## config.mk

```make
export PLATFORM = sky130hd
export DESIGN_NAME = rc_skid_steer_mixer_slew_top
export DESIGN_NICKNAME = d
export VERILOG_FILES = /design/src/rcmix_pkg.sv /design/src/rcmix_div.sv /design/src/rcmix_core.sv /design/src/rc_skid_steer_mixer_slew_top.sv
export SDC_FILE = /design/constraint.sdc
export NUM_CORES = 2
export LEC_CHECK = 0
export BUFFER_PORTS_ARGS = -buffer_cell sky130_fd_sc_hd__buf_2
export CAP_MARGIN = 20
export CORE_ASPECT_RATIO = 1.1
export CORE_MARGIN = 1.5
export CORE_UTILIZATION = 40
export DETAILED_ROUTE_END_ITERATION = 8
export GPL_TIMING_DRIVEN = 1
export PLACE_DENSITY = 0.65
export SKIP_LAST_GASP = 1
export SYNTH_ARGS = -nofsm -noshare
export SYNTH_HDL_FRONTEND = slang
export SYNTH_HIERARCHICAL = 1
export SYNTH_SLANG_ARGS = --single-unit
```

## constraint.sdc

```tcl
create_clock -name clk -period 12.27 [get_ports clk]
set_input_delay 1.227 -clock clk [delete_from_list [all_inputs] [get_ports clk]]
set_output_delay 1.227 -clock clk [all_outputs]
set_load 0.01 [all_outputs]
```

## src/rcmix_pkg.sv

```systemverilog
// ----------------------------------------------------------------------------
// rcmix_pkg
// Shared types, register map and constants for the skid-steer mixer.
// ----------------------------------------------------------------------------
package rcmix_pkg;

  localparam int PULSE_W   = 16;
  localparam int REG_W     = 12;
  localparam int BAND_W    = 8;
  localparam int LEVEL_W   = 13;
  localparam int CFG_W     = 13;
  localparam int POINT_W   = 13;
  localparam int DIV_W     = 20;
  localparam int DIV_STEPS = DIV_W;
  localparam int DIV_CNT_W = $clog2(DIV_STEPS + 1);

  localparam int MAP_LIM  = 127;
  localparam int MAP_SPAN = 2 * MAP_LIM;

  typedef enum logic [2:0] {
    REG_PULSE_MIN      = 3'd0,
    REG_PULSE_MAX      = 3'd1,
    REG_PULSE_NEUTRAL  = 3'd2,
    REG_DEAD_BAND      = 3'd3,
    REG_SLEW_LIMIT     = 3'd4,
    REG_PWM_TOP        = 3'd5,
    REG_FULL_THRESHOLD = 3'd6,
    REG_FULL_LEVEL     = 3'd7
  } reg_index_t;

  localparam logic [REG_W-1:0]   RST_PULSE_MIN      = 12'd1100;
  localparam logic [REG_W-1:0]   RST_PULSE_MAX      = 12'd1900;
  localparam logic [REG_W-1:0]   RST_PULSE_NEUTRAL  = 12'd1500;
  localparam logic [BAND_W-1:0]  RST_DEAD_BAND      = 8'd20;
  localparam logic [REG_W-1:0]   RST_SLEW_LIMIT     = 12'd50;
  localparam logic [REG_W-1:0]   RST_PWM_TOP        = 12'd1249;
  localparam logic [REG_W-1:0]   RST_FULL_THRESHOLD = 12'd1240;
  localparam logic [LEVEL_W-1:0] RST_FULL_LEVEL     = 13'd1250;

  typedef struct packed {
    logic [REG_W-1:0]   pulse_min;
    logic [REG_W-1:0]   pulse_max;
    logic [REG_W-1:0]   pulse_neutral;
    logic [BAND_W-1:0]  dead_band;
    logic [REG_W-1:0]   slew_limit;
    logic [REG_W-1:0]   pwm_top;
    logic [REG_W-1:0]   full_threshold;
    logic [LEVEL_W-1:0] full_level;
  } cfg_t;

  typedef struct packed {
    logic [PULSE_W-1:0] throttle_pulse;
    logic [PULSE_W-1:0] steer_pulse;
  } in_item_t;

  typedef struct packed {
    logic               left_dir;
    logic [LEVEL_W-1:0] left_level;
    logic               right_dir;
    logic [LEVEL_W-1:0] right_level;
  } out_item_t;

  typedef struct packed {
    logic             start;
    logic [DIV_W-1:0] dividend;
    logic [REG_W-1:0] divisor;
  } div_req_t;

  typedef struct packed {
    logic             done;
    logic [DIV_W-1:0] quotient;
  } div_rsp_t;

endpackage

```

## src/rcmix_div.sv

```systemverilog
// ----------------------------------------------------------------------------
// rcmix_div
// Restoring unsigned divider, one quotient bit per cycle.
// ----------------------------------------------------------------------------
module rcmix_div (
  input  logic              clk,
  input  logic              rst,
  input  rcmix_pkg::div_req_t req,
  output rcmix_pkg::div_rsp_t rsp
);
  import rcmix_pkg::*;

  logic [DIV_W-1:0]     quo;
  logic [REG_W-1:0]     rem;
  logic [REG_W-1:0]     den;
  logic [DIV_CNT_W-1:0] cnt;
  logic                 done;
  logic [REG_W:0]       trial;
  logic                 fits;

  assign trial = {rem, quo[DIV_W-1]};
  assign fits  = trial >= {1'b0, den};

  always_ff @(posedge clk) begin
    if (rst) begin
      cnt  <= '0;
      done <= 1'b0;
    end else begin
      done <= 1'b0;
      if (req.start && cnt == '0) begin
        cnt <= DIV_CNT_W'(DIV_STEPS);
      end else if (cnt != '0) begin
        cnt <= cnt - 1'b1;
        if (cnt == DIV_CNT_W'(1)) begin
          done <= 1'b1;
        end
      end
    end
  end

  always_ff @(posedge clk) begin
    if (req.start && cnt == '0) begin
      quo <= req.dividend;
      rem <= '0;
      den <= req.divisor;
    end else if (cnt != '0) begin
      quo <= {quo[DIV_W-2:0], fits};
      rem <= fits ? REG_W'(trial - {1'b0, den}) : trial[REG_W-1:0];
    end
  end

  assign rsp.done     = done;
  assign rsp.quotient = quo;

endmodule

```

## src/rcmix_core.sv

```systemverilog
// ----------------------------------------------------------------------------
// rcmix_core
// Sequencer and datapath: pulse shaping, mixing, scaling and slew, using
// one shared multiplier and the shared divider.
// ----------------------------------------------------------------------------
module rcmix_core (
  input  logic                 clk,
  input  logic                 rst,
  input  rcmix_pkg::cfg_t      cfg,
  input  logic                 start,
  input  rcmix_pkg::in_item_t  item,
  output logic                 idle,
  output logic                 res_valid,
  input  logic                 res_ready,
  output rcmix_pkg::out_item_t res
);
  import rcmix_pkg::*;

  typedef enum logic [15:0] {
    S_IDLE      = 16'h0001,
    S_THR_CLAMP = 16'h0002,
    S_THR_START = 16'h0004,
    S_THR_WAIT  = 16'h0008,
    S_STR_CLAMP = 16'h0010,
    S_STR_START = 16'h0020,
    S_STR_WAIT  = 16'h0040,
    S_PROP_START= 16'h0080,
    S_PROP_WAIT = 16'h0100,
    S_MIX       = 16'h0200,
    S_LT_START  = 16'h0400,
    S_LT_WAIT   = 16'h0800,
    S_RT_START  = 16'h1000,
    S_RT_WAIT   = 16'h2000,
    S_SLEW      = 16'h4000,
    S_DONE      = 16'h8000
  } state_t;

  state_t state, state_next;

  logic [PULSE_W-1:0]        thr_raw, str_raw;
  logic [REG_W-1:0]          xv;
  logic signed [7:0]         thr, str, prop;
  logic                      neg;
  logic [7:0]                ls, rs;
  logic                      ld, rd;
  logic signed [13:0]        lt, rt;
  logic signed [POINT_W-1:0] left_point, right_point;

  logic [PULSE_W-1:0]        raw_sel;
  logic [REG_W-1:0]          x_clamp, x_shaped;
  logic signed [REG_W:0]     dz_diff;
  logic [REG_W-1:0]          dz_mag;
  logic                      map_empty;
  logic signed [12:0]        mul_a, mul_b;
  logic signed [25:0]        prod;
  logic [25:0]               prod_mag;
  logic [REG_W-1:0]          den_sel;
  logic signed [21:0]        qs;
  logic signed [21:0]        map_v;
  logic signed [7:0]         map_sat;
  logic signed [9:0]         prop_v;
  logic [7:0]                outer;
  logic signed [8:0]         inner_s;
  logic [7:0]                inner;
  logic                      inner_dir;
  div_req_t                  dreq;
  div_rsp_t                  drsp;

  function automatic logic signed [POINT_W-1:0] slew_step(
    input logic signed [POINT_W-1:0] point,
    input logic signed [13:0]        target,
    input logic [REG_W-1:0]          lim
  );
    logic signed [14:0] err;
    logic signed [14:0] lim_s;
    err   = 15'(target) - 15'(point);
    lim_s = signed'({3'b000, lim});
    if (err > lim_s) err = lim_s;
    if (err < -lim_s) err = -lim_s;
    return POINT_W'(point + err[POINT_W-1:0]);
  endfunction

  function automatic logic [LEVEL_W-1:0] level_of(
    input logic signed [POINT_W-1:0] point,
    input logic [REG_W-1:0]          thresh,
    input logic [LEVEL_W-1:0]        full
  );
    logic [LEVEL_W-1:0] mag;
    mag = point[POINT_W-1] ? LEVEL_W'(-point) : LEVEL_W'(point);
    return (mag > {1'b0, thresh}) ? full : mag;
  endfunction

  rcmix_div u_div (
    .clk (clk),
    .rst (rst),
    .req (dreq),
    .rsp (drsp)
  );

  // pulse clamp and dead band
  always_comb begin
    raw_sel = (state == S_THR_CLAMP) ? thr_raw : str_raw;
    if (raw_sel < PULSE_W'(cfg.pulse_min)) begin
      x_clamp = cfg.pulse_min;
    end else if (raw_sel > PULSE_W'(cfg.pulse_max)) begin
      x_clamp = cfg.pulse_max;
    end else begin
      x_clamp = raw_sel[REG_W-1:0];
    end
    dz_diff  = signed'({1'b0, x_clamp}) - signed'({1'b0, cfg.pulse_neutral});
    dz_mag   = dz_diff[REG_W] ? REG_W'(-dz_diff) : dz_diff[REG_W-1:0];
    x_shaped = (dz_mag <= REG_W'(cfg.dead_band)) ? cfg.pulse_neutral : x_clamp;
  end

  assign map_empty = cfg.pulse_max <= cfg.pulse_min;

  // shared multiplier operand select
  always_comb begin
    mul_a   = signed'({1'b0, xv}) - signed'({1'b0, cfg.pulse_min});
    mul_b   = 13'(MAP_SPAN);
    den_sel = cfg.pulse_max - cfg.pulse_min;
    case (state)
      S_PROP_START: begin
        mul_a   = 13'(str) + 13'(MAP_LIM);
        mul_b   = 13'(thr) <<< 1;
        den_sel = REG_W'(MAP_SPAN);
      end
      S_LT_START: begin
        mul_a   = signed'({5'b0, ls});
        mul_b   = signed'({1'b0, cfg.pwm_top});
        den_sel = REG_W'(MAP_LIM);
      end
      S_RT_START: begin
        mul_a   = signed'({5'b0, rs});
        mul_b   = signed'({1'b0, cfg.pwm_top});
        den_sel = REG_W'(MAP_LIM);
      end
      default: begin
      end
    endcase
    prod     = mul_a * mul_b;
    prod_mag = prod[25] ? 26'(-prod) : 26'(prod);
  end

  always_comb begin
    dreq.dividend = prod_mag[DIV_W-1:0];
    dreq.divisor  = den_sel;
    dreq.start    = ((state == S_THR_START || state == S_STR_START) && !map_empty) ||
                    state == S_PROP_START || state == S_LT_START || state == S_RT_START;
  end

  // signed quotient, truncated toward zero
  always_comb begin
    qs     = neg ? -signed'({2'b00, drsp.quotient}) : signed'({2'b00, drsp.quotient});
    map_v  = qs - 22'(MAP_LIM);
    if (map_v > 22'(MAP_LIM)) begin
      map_sat = 8'(MAP_LIM);
    end else if (map_v < -22'(MAP_LIM)) begin
      map_sat = -8'(MAP_LIM);
    end else begin
      map_sat = map_v[7:0];
    end
    prop_v = qs[9:0] - 10'(thr);
  end

  // mixing
  always_comb begin
    outer     = thr[7] ? 8'(-thr) : 8'(thr);
    inner_s   = signed'({1'b0, outer}) - (prop[7] ? 9'(-prop) : 9'(prop));
    inner_dir = thr[7];
    inner     = inner_s[7:0];
    if (inner_s[8]) begin
      inner_dir = !thr[7];
      inner     = 8'(-inner_s);
    end
  end

  always_comb begin
    state_next = state;
    case (state)
      S_IDLE:       if (start) state_next = S_THR_CLAMP;
      S_THR_CLAMP:  state_next = S_THR_START;
      S_THR_START:  state_next = map_empty ? S_STR_CLAMP : S_THR_WAIT;
      S_THR_WAIT:   if (drsp.done) state_next = S_STR_CLAMP;
      S_STR_CLAMP:  state_next = S_STR_START;
      S_STR_START:  state_next = map_empty ? S_PROP_START : S_STR_WAIT;
      S_STR_WAIT:   if (drsp.done) state_next = S_PROP_START;
      S_PROP_START: state_next = S_PROP_WAIT;
      S_PROP_WAIT:  if (drsp.done) state_next = S_MIX;
      S_MIX:        state_next = S_LT_START;
      S_LT_START:   state_next = S_LT_WAIT;
      S_LT_WAIT:    if (drsp.done) state_next = S_RT_START;
      S_RT_START:   state_next = S_RT_WAIT;
      S_RT_WAIT:    if (drsp.done) state_next = S_SLEW;
      S_SLEW:       state_next = S_DONE;
      S_DONE:       if (res_ready) state_next = S_IDLE;
      default:      state_next = S_IDLE;
    endcase
  end

  always_ff @(posedge clk) begin
    if (rst) begin
      state       <= S_IDLE;
      left_point  <= '0;
      right_point <= '0;
    end else begin
      state <= state_next;
      if (state == S_SLEW) begin
        left_point  <= slew_step(left_point, lt, cfg.slew_limit);
        right_point <= slew_step(right_point, rt, cfg.slew_limit);
      end
    end
  end

  always_ff @(posedge clk) begin
    case (state)
      S_IDLE: begin
        thr_raw <= item.throttle_pulse;
        str_raw <= item.steer_pulse;
      end
      S_THR_CLAMP, S_STR_CLAMP: xv <= x_shaped;
      S_THR_START: begin
        neg <= prod[25];
        if (map_empty) thr <= '0;
      end
      S_STR_START: begin
        neg <= prod[25];
        if (map_empty) str <= '0;
      end
      S_PROP_START, S_LT_START, S_RT_START: neg <= prod[25];
      S_THR_WAIT:  if (drsp.done) thr <= map_sat;
      S_STR_WAIT:  if (drsp.done) str <= map_sat;
      S_PROP_WAIT: if (drsp.done) prop <= prop_v[7:0];
      S_MIX: begin
        if (str[7]) begin
          ls <= inner;
          ld <= inner_dir;
          rs <= outer;
          rd <= thr[7];
        end else begin
          ls <= outer;
          ld <= thr[7];
          rs <= inner;
          rd <= inner_dir;
        end
      end
      S_LT_WAIT: if (drsp.done) lt <= ld ? qs[13:0] : -qs[13:0];
      S_RT_WAIT: if (drsp.done) rt <= rd ? qs[13:0] : -qs[13:0];
      default: begin
      end
    endcase
  end

  assign idle      = state == S_IDLE;
  assign res_valid = state == S_DONE;

  always_comb begin
    res.left_dir    = !left_point[POINT_W-1];
    res.left_level  = level_of(left_point, cfg.full_threshold, cfg.full_level);
    res.right_dir   = !right_point[POINT_W-1];
    res.right_level = level_of(right_point, cfg.full_threshold, cfg.full_level);
  end

endmodule

```

## src/rc_skid_steer_mixer_slew_top.sv

```systemverilog
// ----------------------------------------------------------------------------
// rc_skid_steer_mixer_slew_top
// Skid-steer mixer with slew-limited track setpoints and PWM level output.
// ----------------------------------------------------------------------------
// Usage:
//   in_item carries one control tick (throttle and steering pulse widths),
//   taken on in_valid && in_ready. out_item carries one result per tick
//   (direction and PWM level for each track), taken on out_valid && out_ready.
//   Registers are written through cfg_we / cfg_index / cfg_data; the user
//   must write them only while idle, as the block does not enforce it.
// Sequencing:
//   One item at a time. Each item runs five divisions through the shared
//   20-step restoring divider; both pulse divisions are skipped when the
//   pulse range is empty. in_ready rises together with out_valid, so no new
//   item is taken until the previous result has left the core.
// Reset:
//   rst clears both setpoints to zero, loads register defaults and drops
//   out_valid.
// Stall:
//   A result held in the output register does not block the next item; a
//   second finished result waits in the core until the register frees.
// ----------------------------------------------------------------------------
module rc_skid_steer_mixer_slew_top (
  input  logic                 clk,
  input  logic                 rst,
  input  logic                 in_valid,
  output logic                 in_ready,
  input  rcmix_pkg::in_item_t  in_item,
  output logic                 out_valid,
  input  logic                 out_ready,
  output rcmix_pkg::out_item_t out_item,
  input  logic                 cfg_we,
  input  logic [2:0]           cfg_index,
  input  logic [rcmix_pkg::CFG_W-1:0] cfg_data
);
  import rcmix_pkg::*;

  cfg_t      cfg;
  logic      core_idle;
  logic      res_valid;
  logic      res_ready;
  out_item_t res;

  always_ff @(posedge clk) begin
    if (rst) begin
      cfg.pulse_min      <= RST_PULSE_MIN;
      cfg.pulse_max      <= RST_PULSE_MAX;
      cfg.pulse_neutral  <= RST_PULSE_NEUTRAL;
      cfg.dead_band      <= RST_DEAD_BAND;
      cfg.slew_limit     <= RST_SLEW_LIMIT;
      cfg.pwm_top        <= RST_PWM_TOP;
      cfg.full_threshold <= RST_FULL_THRESHOLD;
      cfg.full_level     <= RST_FULL_LEVEL;
    end else if (cfg_we) begin
      case (reg_index_t'(cfg_index))
        REG_PULSE_MIN:      cfg.pulse_min      <= cfg_data[REG_W-1:0];
        REG_PULSE_MAX:      cfg.pulse_max      <= cfg_data[REG_W-1:0];
        REG_PULSE_NEUTRAL:  cfg.pulse_neutral  <= cfg_data[REG_W-1:0];
        REG_DEAD_BAND:      cfg.dead_band      <= cfg_data[BAND_W-1:0];
        REG_SLEW_LIMIT:     cfg.slew_limit     <= cfg_data[REG_W-1:0];
        REG_PWM_TOP:        cfg.pwm_top        <= cfg_data[REG_W-1:0];
        REG_FULL_THRESHOLD: cfg.full_threshold <= cfg_data[REG_W-1:0];
        REG_FULL_LEVEL:     cfg.full_level     <= cfg_data[LEVEL_W-1:0];
        default: begin
        end
      endcase
    end
  end

  rcmix_core u_core (
    .clk       (clk),
    .rst       (rst),
    .cfg       (cfg),
    .start     (in_valid && in_ready),
    .item      (in_item),
    .idle      (core_idle),
    .res_valid (res_valid),
    .res_ready (res_ready),
    .res       (res)
  );

  assign in_ready  = core_idle;
  assign res_ready = !out_valid || out_ready;

  always_ff @(posedge clk) begin
    if (rst) begin
      out_valid <= 1'b0;
    end else if (res_valid && res_ready) begin
      out_valid <= 1'b1;
    end else if (out_ready) begin
      out_valid <= 1'b0;
    end
  end

  always_ff @(posedge clk) begin
    if (res_valid && res_ready) begin
      out_item <= res;
    end
  end

endmodule

```

* Word level (Yosys, flattened, before mapping)
Index checks and enable logic that the tools add are counted.
Operators by class: add/subtract/negate cells 23, multipliers 1, magnitude comparators 13, equal/unequal tests 33, muxes and demuxes 60, bitwise logic cells 1, reductions and logical operators 40
Operators with widths (count):
- $pmux 16 s16 | 1
- $mux 13 | 10
- $mux 16 | 8
- $mux 15 | 6
- $mux 8 | 9
- $mux 12 | 5
- $mux 20 | 3
- $pmux 13 s3 | 1
- $pmux 8 s2 | 2
- $gt 15x13->1 | 2
- $lt 15x15->1 | 2
- $sub 14x13->15 | 2
- $mux 14 | 2
- $add 13x13->13 | 2
- $gt 13x12->1 | 2
- $mul 13x13->26 | 1
- $neg 13->13 | 2
- $pmux 13 s2 | 1
- $sub 12x12->13 | 2
- $pmux 12 s2 | 1
- $sub 12x12->12 | 2
- $gt 22x8->1 const B | 1
- $lt 22x8->1 const B | 1
- $mux 22 | 1
- other kinds (56) | 102
Word-level totals: register bits 329, bits of input ports 53, output and inout bits 30

* Longest topological paths before layout
depth after elaboration 10, mapped depth 47, gate-level depth less buffers 46

* Hierarchy
Netlist, hierarchy kept.
By module, submodules not included:
- rcmix_core | times used 1, cells an instance 2787, area each 23677.7 sq um
- rc_skid_steer_mixer_slew_top | times used 1, cells an instance 376, area each 4536.9 sq um
- rcmix_div | times used 1, cells an instance 234, area each 2650.0 sq um

* Worst setup path after synthesis
Ideal clock, no wire load.
kind register to register, start register, netlist name cfg[83], end register u_core.u_div.quo[7] (data pin), library setup time 0.260 ns, arrival 9.103 ns, path slack 2.908 ns, cell stages (with the launch flop) 36, buffers on the path 1, clock period less this slack 9.362 ns, cell sequence dfxtp_1 -> inv_1 -> ha_1 -> nor2b_1 -> o21ai_0 -> a21boi_0 -> o21ai_0 -> nand2b_1 -> a21o_1 -> a21o_1 -> a21o_1 -> a22o_1 -> o41ai_1 -> o21ai_0 -> fa_1 -> inv_1 -> fa_1 -> inv_1 -> fa_1 -> inv_1 -> fa_1 -> fa_1 -> ha_1 -> ha_1 -> a21o_1 -> a21o_1 -> a21o_1 -> a21o_1 -> a21o_1 -> a21o_1 -> a221oi_1 -> xnor2_1 -> clkbuf_1 -> o41ai_1 -> xnor2_1 -> mux2_2
RTL lines:
- end signal, assigned | line rcmix_div.sv:43 | quo <= req.dividend;
- end signal, assigned | line rcmix_div.sv:47 | quo <= {quo[DIV_W-2:0], fits};
- end, declared | line rcmix_div.sv:13 | logic [DIV_W-1:0] quo;

==> run metrics <==
most frequent cell after synthesis inv_1; core area 76,260 um^2; die height 294.3 um; drt first-iter violations 1,736; Max stage delay on crit path 790 ps; Synth cell types 97; post-route ant nets 0; uppermost routed layer met4; number of iterations in the first detailed-routing pass 5; HPWL Detailed 65.68 mm; antenna cells 0; CP max FO 19; CTS tree done; gpl congestion 0.9358; maximum clock rate 100.7 MHz; dpl ws 2380 ps; critical setup path kind register to register; initial core utilization 0.4047; XOR/XNOR share of the synthesized area 0.06810; min cycle time layout 9926 ps; crit-path most repeated cell a21o_1; largest net degree at the start of global routing 83; post-synthesis simple-gate area fraction 0.1658; Clock transition at path regs 60 ps; Detailed Route WL 82.40 mm; Least-Margin Pin Slew 1105 ps; first-pass GRT wire length 130.4 mm; PortBufs 82; die area 78,840 um^2; compound-cell area share of the yosys netlist 0.1263; placed insts 4,421; Mean Syn Cell Area 9.086 um^2; CP Launch Type register; synth cell count leaders inv_1 (383), nor2_1 (314), ha_1 (301), nand2_1 (236), a21oi_1 (192); Post-Syn Instances 3,397; Met1 Routed Length 35.72 mm; IO Pins 83; WL met3 4.504 mm; RSZ-0062 raised after global routing false; critical path endpoint category register; Hold-fix buffers, CTS 0; nets@finish 3,967; synthesis-to-finish area growth 9.235%; EDFF count, synth 175; slew margin rel. 0.2588; setup TNS 0 ps; largest family of logic cells by synthesized area adder cells; crit share post-route 0.8090; Layout Skew 24.15 ps; CTS HTree Levels 2; Cell Rows 106; Final Setup Violations 0; max-slew violations 0; Hold Path Class register to register; Crit path required time 12,590 ps; final hold vios 0; Vias/cell 5.396; commonest register cell after synthesis edfxtp_1; antenna violations before repair 0; chip width 267.9 um; vias in the first global route 23,745; register bit total from synthesis 329; main area contributors after synthesis edfxtp_1 (17%), ha_1 (12%), fa_1 (11%); Syn Std Cell Area 30,860 um^2; yosys warns 6; Post-CTS Setup Inserts 0; Resized cells post-CTS 0; top cell type's share of synthesized area 0.1703; DR vias 24,254; adder-cell share of the synthesized area 0.2342; status finished, final reports clean; mux contribution to synthesized area 0.07293; CTS root buf clkbuf_16; Post-route DRC 0; metal2 WL 39.39 mm; CTS Buffer Depth 3; GRT Total Usage 0.2106; share of layout cells above drive strength 1 0.08763; fin worst setup slack 2344 ps; Max-Cap Viols 0; clock latency on the worst-skew pair 570 ps; gr ovfl total 0; CP max stage cell o41ai_2; clk sinks 329; Layout Cells excl Fill 4,495; Post-synth ARST share 0; area leader, netlist edfxtp_1; wire length per cell 18.33 um; crit path DAT 10,240 ps; TritonCTS buffer count 39; sequential area share after synthesis 0.2701; filler instances 7,447
## flip-flops by register name (all words and copies together) (netlist names), 14 cells and up
register / count
cfg: 93
out_item: 28
u_core/u_div/quo: 20
u_core/state: 16
u_core/str_raw: 16
u_core/thr_raw: 16
u_core/lt: 14
u_core/rt: 14
## layer usage
layer	global-route usage	up-vias
met4	0.07262	0
met2	0.3583	629
li1	-	11828
met1	0.2715	11673
met3	0.03091	124
met5	0	-
## area by class of cell
type / instances / area (um^2) / share of cell area
timing repair buffer: 110 / 658.1 / 0.01952
clock inverter: 23 / 267.8 / 0.007942
sequential: 329 / 8338 / 0.2473
inverter: 386 / 1449 / 0.04297
clock buffer: 47 / 1036 / 0.03073
multi-input combinational: 2574 / 20680 / 0.6134
tap: 1026 / 1284 / 0.03808
## final timing paths
path	start	slack, ps	endpoint	cells past startpoint
min	cfg[55]	480	cfg[55]	2
max reg2reg	u_core/state[13]	2340	u_core/u_div/quo[19]	32
min reg2reg	cfg[55]	480	cfg[55]	2
max	u_core/state[13]	2340	u_core/u_div/quo[19]	32
## cell usage in the layout, fill, tap and decap left out, types with 46 or more instances in the layout
| cell type | netlist | final |
|---|---|---|
| nand2_1 | 236 | 236 |
| o21ai_0 | 130 | 130 |
| nor2_1 | 314 | 313 |
| ha_1 | 301 | 301 |
| buf_2 | 16 | 81 |
| edfxtp_1 | 175 | 175 |
| mux2_2 | 87 | 87 |
| mux2i_1 | 127 | 127 |
| inv_1 | 383 | 383 |
| fa_1 | 173 | 173 |
| a21oi_1 | 192 | 191 |
| nand3_1 | 56 | 56 |
| nand2b_1 | 110 | 110 |
| nor3_1 | 47 | 47 |
| nor2b_1 | 46 | 46 |
| xnor2_1 | 171 | 171 |
| a21o_1 | 58 | 58 |
| dfxtp_1 | 154 | 154 |
| xor2_1 | 69 | 69 |
## cell families (layout without fill, tap and decap cells)
group,after synthesis,in the layout
and+or+nand+nor,1027,1027
AOI/OAI and AO/OA,610,610
buffers and inverters,501,566
adders and majority gates,474,474
DFF,329,329
xor gates and xnor gates,240,240
muxes,214,214
other,2,9
## stage by stage
| step | instance area, um^2 | hold WS, ps | utilization |
|---|---|---|---|
| floorplan | 30890 | 444.1 | - |
| global placement | 32330 | 460.3 | 0.4240 |
| detailed placement | 32370 | 467.2 | 0.4244 |
| CTS | 33670 | 482.6 | 0.4415 |
| global route | 33710 | 509.3 | 0.4421 |
| finish | 33710 | 478.3 | 0.4421 |
## critical path, delay by kind of cell (launching register included)
kind                       cells  cell delay, ps
muxes                          1             260
xor gates and xnor gates       2             240
buffers and inverters          6             820
and+or+nand+nor                6            1850
adders and majority gates      7            3550
AOI/OAI and AO/OA             10            2610
DFF                            1             360
Power is not shown: default switching activity piles up to over one toggle a cycle in this logic, so the estimate is an artifact.
